File: src/xe_pkg.sv
`timescale 1ns / 1ps
// Shared types, character constants and entity tables for the XML entity escaper.
package xe_pkg;

	localparam int CODE_W = 16;

	// configuration register indexes
	localparam logic REG_ATTRIBUTE_MODE = 1'b0;
	localparam logic REG_NUMERIC_ESCAPE = 1'b1;

	localparam logic [CODE_W-1:0] C_TAB   = 16'h0009;
	localparam logic [CODE_W-1:0] C_LF    = 16'h000A;
	localparam logic [CODE_W-1:0] C_CR    = 16'h000D;
	localparam logic [CODE_W-1:0] C_QUOT  = 16'h0022;
	localparam logic [CODE_W-1:0] C_AMP   = 16'h0026;
	localparam logic [CODE_W-1:0] C_APOS  = 16'h0027;
	localparam logic [CODE_W-1:0] C_DASH  = 16'h002D;
	localparam logic [CODE_W-1:0] C_LT    = 16'h003C;
	localparam logic [CODE_W-1:0] C_GT    = 16'h003E;
	localparam logic [CODE_W-1:0] C_SPACE = 16'd32;
	localparam logic [CODE_W-1:0] C_DEL   = 16'd127;

	localparam logic [7:0] B_AMP  = 8'h26;
	localparam logic [7:0] B_HASH = 8'h23;
	localparam logic [7:0] B_SEMI = 8'h3B;
	localparam logic [7:0] B_ZERO = 8'h30;

	// fixed entities, left aligned in eight bytes
	localparam logic [63:0] S_AMP  = {"&amp;",  24'h0};
	localparam logic [63:0] S_LT   = {"&lt;",   32'h0};
	localparam logic [63:0] S_GT   = {"&gt;",   32'h0};
	localparam logic [63:0] S_QUOT = {"&quot;", 16'h0};
	localparam logic [63:0] S_APOS = {"&apos;", 16'h0};
	localparam logic [63:0] S_DASH = {"&#45;",  24'h0};

	typedef enum logic [2:0] {
		K_PLAIN,
		K_AMP,
		K_LT,
		K_GT,
		K_QUOT,
		K_APOS,
		K_DASH,
		K_NUM
	} kind_t;

	// classification of one request
	typedef struct packed {
		kind_t      kind;
		logic [3:0] len;   // bytes in the run, 1..8
		logic [2:0] pidx;  // power of ten of the leading digit
	} cls_t;

	// d * 10^p for p in 0..4, d in 1..9
	localparam logic [16:0] STEP [0:4][1:9] = '{
		'{17'd1,     17'd2,     17'd3,     17'd4,     17'd5,
		  17'd6,     17'd7,     17'd8,     17'd9},
		'{17'd10,    17'd20,    17'd30,    17'd40,    17'd50,
		  17'd60,    17'd70,    17'd80,    17'd90},
		'{17'd100,   17'd200,   17'd300,   17'd400,   17'd500,
		  17'd600,   17'd700,   17'd800,   17'd900},
		'{17'd1000,  17'd2000,  17'd3000,  17'd4000,  17'd5000,
		  17'd6000,  17'd7000,  17'd8000,  17'd9000},
		'{17'd10000, 17'd20000, 17'd30000, 17'd40000, 17'd50000,
		  17'd60000, 17'd70000, 17'd80000, 17'd90000}
	};

	function automatic logic [7:0] pick_byte(input logic [63:0] s, input logic [2:0] idx);
		logic [5:0] sh;
		sh = {3'd7 - idx, 3'b000};
		return s[sh +: 8];
	endfunction

	// byte idx of a fixed entity
	function automatic logic [7:0] entity_byte(input kind_t k, input logic [2:0] idx);
		logic [7:0] b;
		case (k)
			K_AMP:   b = pick_byte(S_AMP, idx);
			K_LT:    b = pick_byte(S_LT, idx);
			K_GT:    b = pick_byte(S_GT, idx);
			K_QUOT:  b = pick_byte(S_QUOT, idx);
			K_APOS:  b = pick_byte(S_APOS, idx);
			K_DASH:  b = pick_byte(S_DASH, idx);
			default: b = 8'h00;
		endcase
		return b;
	endfunction

endpackage

File: src/xe_in_if.sv
`timescale 1ns / 1ps
// Character request channel: valid, ready and one character code.
interface xe_in_if;
	logic        valid;
	logic        ready;
	logic [15:0] char_code;
	logic        string_end;

	modport source (output valid, output char_code, output string_end, input ready);
	modport sink (input valid, input char_code, input string_end, output ready);
endinterface

File: src/xe_out_if.sv
`timescale 1ns / 1ps
// Escaped byte channel: valid, ready and one output byte with run markers.
interface xe_out_if;
	logic       valid;
	logic       ready;
	logic [7:0] out_byte;
	logic       run_last;
	logic       string_last;

	modport source (output valid, output out_byte, output run_last, output string_last,
		input ready);
	modport sink (input valid, input out_byte, input run_last, input string_last,
		output ready);
endinterface

File: src/xe_classify.sv
`timescale 1ns / 1ps
// Decides the escape form, run length and leading digit of one character.
module xe_classify (
	input  logic [15:0]  code,
	input  logic         last,
	input  logic         attr_mode,
	input  logic         num_en,
	input  logic         prev_dash,
	input  logic         at_start,
	output xe_pkg::cls_t cls
);
	import xe_pkg::*;

	logic       is_num;
	logic [2:0] nd;

	assign is_num = num_en && code != C_TAB && code != C_LF && code != C_CR
		&& (code < C_SPACE || code > C_DEL);

	always_comb begin
		if (code >= 16'd10000) nd = 3'd5;
		else if (code >= 16'd1000) nd = 3'd4;
		else if (code >= 16'd100) nd = 3'd3;
		else if (code >= 16'd10) nd = 3'd2;
		else nd = 3'd1;
	end

	always_comb begin
		cls.pidx = nd - 3'd1;
		if (code == C_AMP) begin
			cls.kind = K_AMP;
			cls.len  = 4'd5;
		end else if (code == C_LT) begin
			cls.kind = K_LT;
			cls.len  = 4'd4;
		end else if (code == C_GT) begin
			cls.kind = K_GT;
			cls.len  = 4'd4;
		end else if (attr_mode && code == C_QUOT) begin
			cls.kind = K_QUOT;
			cls.len  = 4'd6;
		end else if (attr_mode && code == C_APOS) begin
			cls.kind = K_APOS;
			cls.len  = 4'd6;
		end else if (!attr_mode && code == C_DASH) begin
			if (at_start || last || prev_dash) begin
				cls.kind = K_DASH;
				cls.len  = 4'd5;
			end else begin
				cls.kind = K_PLAIN;
				cls.len  = 4'd1;
			end
		end else if (is_num) begin
			cls.kind = K_NUM;
			cls.len  = {1'b0, nd} + 4'd3;
		end else begin
			cls.kind = K_PLAIN;
			cls.len  = 4'd1;
		end
	end

endmodule

File: src/xml_entity_escape.sv
`timescale 1ns / 1ps
// Top level of the XML entity escaper.
//
// char_ch takes one character code per request with a string_end flag.
// byte_ch returns the escaped text one byte per request; run_last marks the
// last byte of each character and string_last the last byte of a string.
// The configuration port writes attribute_mode (index 0) and numeric_escape
// (index 1) on any edge with cfg_we high; write only while idle.
// A character is loaded into the run register on acceptance and its bytes
// leave through the output register one per cycle while byte_ch does not
// stall. A character of n bytes holds the run register until all n have
// moved on: plain characters sustain one per cycle unstalled, entities are
// 4 to 6 bytes and decimal references 4 to 8, one digit per unstalled cycle
// from a compare-subtract against powers of ten. The next character is
// taken in the cycle its predecessor's last byte moves to the output.
// A stalled byte_ch holds the output register and, once the run register
// is full, char_ch ready drops. Reset empties both registers, sets
// attribute_mode 0, numeric_escape 1 and starts a new string.
module xml_entity_escape (
	input  logic          clk,
	input  logic          arst_n,
	input  logic          cfg_we,
	input  logic          cfg_index,
	input  logic          cfg_wdata,
	xe_in_if.sink         char_ch,
	xe_out_if.source      byte_ch
);
	import xe_pkg::*;

	logic        attr_mode_q;
	logic        num_en_q;
	logic        prev_dash_q;
	logic        at_start_q;

	logic        busy_q;
	kind_t       kind_q;
	logic [3:0]  len_q;
	logic [2:0]  idx_q;
	logic [2:0]  pidx_q;
	logic [15:0] rem_q;
	logic        last_q;

	logic        out_valid_q;
	logic [7:0]  out_byte_q;
	logic        run_last_q;
	logic        string_last_q;

	cls_t        cls;
	logic        accept;
	logic        advance;
	logic        last_byte;
	logic        is_digit;
	logic [3:0]  digit;
	logic [16:0] sub;
	logic [7:0]  cur_byte;

	xe_classify u_classify (
		.code      (char_ch.char_code),
		.last      (char_ch.string_end),
		.attr_mode (attr_mode_q),
		.num_en    (num_en_q),
		.prev_dash (prev_dash_q),
		.at_start  (at_start_q),
		.cls       (cls)
	);

	assign advance   = busy_q && (!out_valid_q || byte_ch.ready);
	assign last_byte = ({1'b0, idx_q} == len_q - 4'd1);
	assign char_ch.ready = !busy_q || (advance && last_byte);
	assign accept    = char_ch.valid && char_ch.ready;
	assign is_digit  = (kind_q == K_NUM) && (idx_q >= 3'd2) && !last_byte;

	// leading decimal digit of rem_q at power pidx_q
	always_comb begin
		digit = 4'd0;
		sub   = 17'd0;
		if (pidx_q <= 3'd4) begin
			for (int d = 1; d <= 9; d++) begin
				if ({1'b0, rem_q} >= STEP[pidx_q][d]) begin
					digit = 4'(d);
					sub   = STEP[pidx_q][d];
				end
			end
		end
	end

	always_comb begin
		case (kind_q)
			K_PLAIN: cur_byte = rem_q[7:0];
			K_NUM: begin
				if (idx_q == 3'd0) cur_byte = B_AMP;
				else if (idx_q == 3'd1) cur_byte = B_HASH;
				else if (last_byte) cur_byte = B_SEMI;
				else cur_byte = B_ZERO + {4'd0, digit};
			end
			default: cur_byte = entity_byte(kind_q, idx_q);
		endcase
	end

	always_ff @(posedge clk or negedge arst_n) begin
		if (!arst_n) begin
			attr_mode_q <= 1'b0;
			num_en_q    <= 1'b1;
		end else if (cfg_we) begin
			unique case (cfg_index)
				REG_ATTRIBUTE_MODE: attr_mode_q <= cfg_wdata;
				REG_NUMERIC_ESCAPE: num_en_q    <= cfg_wdata;
				default: ;
			endcase
		end
	end

	always_ff @(posedge clk or negedge arst_n) begin
		if (!arst_n) begin
			prev_dash_q <= 1'b0;
			at_start_q  <= 1'b1;
			busy_q      <= 1'b0;
			out_valid_q <= 1'b0;
		end else begin
			if (accept) begin
				prev_dash_q <= !char_ch.string_end && (char_ch.char_code == C_DASH);
				at_start_q  <= char_ch.string_end;
				busy_q      <= 1'b1;
			end else if (advance && last_byte) begin
				busy_q <= 1'b0;
			end
			if (advance) out_valid_q <= 1'b1;
			else if (byte_ch.ready) out_valid_q <= 1'b0;
		end
	end

	// run register and output register payload
	always_ff @(posedge clk) begin
		if (accept) begin
			kind_q <= cls.kind;
			len_q  <= cls.len;
			pidx_q <= cls.pidx;
			idx_q  <= 3'd0;
			rem_q  <= char_ch.char_code;
			last_q <= char_ch.string_end;
		end else if (advance) begin
			idx_q <= idx_q + 3'd1;
			if (is_digit) begin
				rem_q <= rem_q - sub[15:0];
				if (pidx_q != 3'd0) pidx_q <= pidx_q - 3'd1;
			end
		end
		if (advance) begin
			out_byte_q    <= cur_byte;
			run_last_q    <= last_byte;
			string_last_q <= last_byte && last_q;
		end
	end

	assign byte_ch.valid       = out_valid_q;
	assign byte_ch.out_byte    = out_byte_q;
	assign byte_ch.run_last    = run_last_q;
	assign byte_ch.string_last = string_last_q;

`ifndef NO_ASSERTIONS
	a_idx_in_run: assert property (@(posedge clk) disable iff (!arst_n)
		busy_q |-> ({1'b0, idx_q} < len_q))
		else $error("run index past run length");

	a_num_done: assert property (@(posedge clk) disable iff (!arst_n)
		busy_q && kind_q == K_NUM && last_byte |-> rem_q == 16'd0)
		else $error("decimal reference closed with digits left");

	a_plain_len: assert property (@(posedge clk) disable iff (!arst_n)
		busy_q && kind_q == K_PLAIN |-> len_q == 4'd1)
		else $error("plain character with multi-byte run");

	a_str_run: assert property (@(posedge clk) disable iff (!arst_n)
		out_valid_q && string_last_q |-> run_last_q)
		else $error("string end off a run boundary");
`endif

endmodule
File: src/flat_wrapper.sv
// flat-port wrapper written by rule: the top's interface ports become plain ports
module xml_entity_escape_flat import xe_pkg::*;
  (clk, arst_n, cfg_we, cfg_index, cfg_wdata, char_ch_valid, char_ch_char_code, char_ch_string_end, char_ch_ready, byte_ch_valid, byte_ch_out_byte, byte_ch_run_last, byte_ch_string_last, byte_ch_ready);
  xe_in_if char_ch_i ();
  xe_out_if byte_ch_i ();
  input  logic clk;
  input  logic arst_n;
  input  logic cfg_we;
  input  logic cfg_index;
  input  logic cfg_wdata;
  input wire logic [$bits(char_ch_i.valid)-1:0] char_ch_valid;
  input wire logic [$bits(char_ch_i.char_code)-1:0] char_ch_char_code;
  input wire logic [$bits(char_ch_i.string_end)-1:0] char_ch_string_end;
  output wire logic [$bits(char_ch_i.ready)-1:0] char_ch_ready;
  output wire logic [$bits(byte_ch_i.valid)-1:0] byte_ch_valid;
  output wire logic [$bits(byte_ch_i.out_byte)-1:0] byte_ch_out_byte;
  output wire logic [$bits(byte_ch_i.run_last)-1:0] byte_ch_run_last;
  output wire logic [$bits(byte_ch_i.string_last)-1:0] byte_ch_string_last;
  input wire logic [$bits(byte_ch_i.ready)-1:0] byte_ch_ready;
  assign char_ch_i.valid = char_ch_valid;
  assign char_ch_i.char_code = char_ch_char_code;
  assign char_ch_i.string_end = char_ch_string_end;
  assign char_ch_ready = char_ch_i.ready;
  assign byte_ch_valid = byte_ch_i.valid;
  assign byte_ch_out_byte = byte_ch_i.out_byte;
  assign byte_ch_run_last = byte_ch_i.run_last;
  assign byte_ch_string_last = byte_ch_i.string_last;
  assign byte_ch_i.ready = byte_ch_ready;
  xml_entity_escape u_core (.clk(clk), .arst_n(arst_n), .cfg_we(cfg_we), .cfg_index(cfg_index), .cfg_wdata(cfg_wdata), .char_ch(char_ch_i), .byte_ch(byte_ch_i));
endmodule
File: config.mk
export PLATFORM = sky130hd
export DESIGN_NAME = xml_entity_escape_flat
export DESIGN_NICKNAME = d
export VERILOG_FILES = /design/src/xe_pkg.sv /design/src/xe_in_if.sv /design/src/xe_out_if.sv /design/src/xe_classify.sv /design/src/xml_entity_escape.sv /design/src/flat_wrapper.sv
export SDC_FILE = /design/constraint.sdc
export NUM_CORES = 1
export LEC_CHECK = 0
export ABC_AREA = 1
export BUFFER_PORTS_ARGS = -buffer_cell sky130_fd_sc_hd__buf_2
export CAP_MARGIN = 20
export CORE_UTILIZATION = 34
export DETAILED_ROUTE_END_ITERATION = 6
export REMOVE_ABC_BUFFERS = 1
export SLEW_MARGIN = 20
export SYNTH_ARGS = -nofsm -noshare
export SYNTH_HDL_FRONTEND = slang
export SYNTH_SLANG_ARGS = --single-unit
File: constraint.sdc
create_clock -name clk -period 8.3 [get_ports clk]
set_input_delay 0.83 -clock clk [delete_from_list [all_inputs] [get_ports clk]]
set_output_delay 0.83 -clock clk [all_outputs]
set_load 0.02 [all_outputs]
==> flow_summary_export.csv <==
group,metric,value,unit
placed_design,dp_hpwl,19.0,mm
layout,finalNetCount,1269,
detailed_routing,totalWireLength,23.9,mm
worst_setup_path,reg2reg_from,"u_core.pidx_q[2]",
clock_network,cts_resized,0,
synth,synth-seq-cells,46,
placed_design,place_congestion,0.967,
synth,synth.area.top_cells,"ha_1, nand2_1, edfxtp_1, inv_1, a21oi_1",
clock_network,clkLatencyLatePin,0.29,ns
global_routing,grt.total_usage,0.227,
layout,area_growth,8.35,%
timing,report.final.setup_viol,0,
timing,rsz0062_at_grt,"false",
layout,ff_latch_area,1320,sq um
global_routing,met3_usage,0.0229,
global_routing,grt_pass1_vias,7183,
timing,fmax,157,MHz
worst_setup_path,critPathRequiredTime,8.35,ns
layout,fin_util,0.376,
die,die_w,146,um
global_routing,met1_usage,0.305,
worst_setup_path,startpoint_type,"flip-flop",
layout,num_antenna_cells,0,
synth,synth_edf_count,37,
clock_network,cts_max_path_buffers,2,
detailed_routing,vias,7705,
global_routing,grt_max_degree,32,
die,row_count,52,
clock_network,cts_setup_buffers,0,
layout,drive_above_1_share,0.0594,
die,die_area,21300,sq um
detailed_routing,viasPerCell,5.45,
clock_network,h-tree-depth,2,
detailed_routing,final_antenna_net_count,0,
worst_setup_path,crit_arrival,6.43,ns
worst_setup_path,critPathKind,"flip-flop to flip-flop",
synth,syn-cell-area,7040,sq um
synth,async_reset_ff_frac,0.130,
worst_setup_path,rr_worst_depth,30,
clock_network,cts_hold_buf,0,
synth,synth_common_cells,"nand2_1, inv_1, nor2_1, a21oi_1, ha_1",
synth,synth-seq-area-share,0.188,
global_routing,grt_pass1_wl,38.3,mm
detailed_routing,dr.pass1.iters,5,
global_routing,top_usage_layer,"met2",
worst_setup_path,max_stage_delay,0.71,ns
worst_setup_path,r2r_end,"u_core.rem_q[12]",
status,status,"finished, final reports clean",
synth,avgSynthCellArea,6.30,sq um
timing,whs,0.343,ns
worst_setup_path,timing.reg2reg.setup_slack,1.92,ns
synth,synth_top_area_cell,"ha_1",
die,core_area,20300,sq um
synth,synth_ff_type,"edfxtp_1",
global_routing,grt_util_met2,0.372,
timing,final.setup.tns,0,ns
synth,synth.most_common_cell,"nand2_1",
timing,slew_viol_final,0,
timing,fin_crit_sh,0.769,
detailed_routing,drc,0,
die,die_h,146,um
layout,multiInputGateArea,5040,sq um
worst_setup_path,crit_path_top_delay_cell,"clkinv_1",
clock_network,cts_tree,"yes",
clock_network,clock_sinks,46,
synth,yosysTopAreaCellShare,0.178,
synth,synth.distinct_cells,51,
timing,worst_pin_slew,0.859,ns
timing,relSlewSlack,0.423,
worst_setup_path,cp_max_fo,19,
layout,fillers,2245,
die,boundaryPins,36,
timing,clock_skew,0.00781,ns
detailed_routing,wl_per_cell,16.9,um
synth,synth.yosys.warnings,0,
clock_network,cts-root-buf,"clkbuf_16",
clock_network,numCtsBuffers,5,
global_routing,gr-total-overflow,0,
detailed_routing,drt-initial-drc-count,758,
global_routing,grt_antenna_before_repair,0,
worst_setup_path,timing.critical_path.mode_cell,"nand2_1",
placed_design,port_buffers,35,
worst_setup_path,cp-end-kind,"flip-flop",
timing,hold_viol_final,0,
clock_network,path_clk_slew,0.07,ns
run,maxCapViolations,0,
synth,synthesis.instances,1118,
min_path,hold_class,"input pin to asynchronous set/reset pin",
timing,fin_crit,6.38,ns
die,start_util,0.347,
metal layers:
layer	wire length (um)	vias up
li1	-	3865
met1	10800	3492
met2	10900	298
met3	1460	50
met4	810	0
met5	0	-
cells by family after synthesis:
logic type	synth area share
xor+xnor	0.0162
mux	0.00160
buf+inv	0.0970
flops	0.188
fa+ha+maj	0.180
compound gates	0.185
simple gates	0.332
per-stage QoR:
stage / area [sq um] / instances / setup WS (ns)
after CTS: 7630 / 1415 / 2.06
final: 7630 / 1415 / 1.92
after floorplan: 6940 / 1098 / 3.30
after detailed placement: 7490 / 1407 / 2.05
after global routing: 7630 / 1415 / 1.40
after global placement: 7490 / 1407 / 2.03
critical path: cells and delay by family, from the launching register on:
kind | cells | cell delay, ns
AO/OA/AOI/OAI | 4 | 0.65
adder cells (fa/ha/maj) | 2 | 0.82
buffers and inverters | 3 | 0.84
flip-flops | 1 | 0.53
AND/OR/NAND/NOR | 21 | 3.28
cell usage in the layout, fill, tap and decap left out, types with 4 or more instances in the layout:
cell type  netlist  final
nand2_1        305    305
a31oi_1          9      9
a21o_1           5      5
nor4_1           9      9
buf_2           11     35
dfrtp_1          4      4
nor2_1         115    115
ha_1           100    100
edfxtp_1        37     37
a21oi_1        102    102
nor3_1          21     21
o211ai_1        10     10
buf_4            3      4
inv_2            6      6
o21ai_0         75     75
o31ai_1          4      4
clkbuf_16        0      5
nand3_1         58     58
o2111ai_1        5      5
inv_1          140    140
o21ai_1          5      5
xor2_1          10     10
nand4_1         31     31
worst max path at each step:
stage | startpoint | endpoint | slack, ns | cells after the start
finish | u_core.pidx_q[2] | u_core.rem_q[12] | 1.92 | 30
global route | u_core.pidx_q[1] | u_core.rem_q[12] | 1.40 | 32
CTS | u_core.pidx_q[2] | u_core.rem_q[12] | 2.06 | 30
detailed placement | u_core.pidx_q[2] | u_core.rem_q[12] | 2.05 | 30
global placement | u_core.pidx_q[2] | u_core.rem_q[12] | 2.03 | 31
floorplan | u_core.pidx_q[2] | u_core.rem_q[12] | 3.30 | 30
layout make-up:
cell class,count,share of cell area
clock buffers,5,0.0164
flip-flops and latches,46,0.173
repair buffers,39,0.0269
inverters,151,0.0764
well taps,270,0.0443
multi-input cells,901,0.660
clock inverters,3,0.00262
sequential cells by signal, summed over array words and instances, names as in the netlist:
| signal | cells |
|---|---|
| u_core.busy_q | 1 |
| u_core.pidx_q | 3 |
| u_core.byte_ch.valid | 1 |
| u_core.rem_q | 16 |
| u_core.len_q | 4 |
| u_core.idx_q | 3 |
| u_core.byte_ch.run_last | 1 |
| u_core.byte_ch.out_byte | 8 |
| u_core.kind_q | 3 |
| u_core.last_q | 1 |
| u_core.byte_ch.string_last | 1 |
| u_core.num_en_q | 1 |
| u_core.at_start_q | 1 |
| u_core.prev_dash_q | 1 |
| u_core.attr_mode_q | 1 |
Power is left out: the tool's default activity adds up to more than one toggle a clock period on the data nets, which glitch-free logic cannot reach.
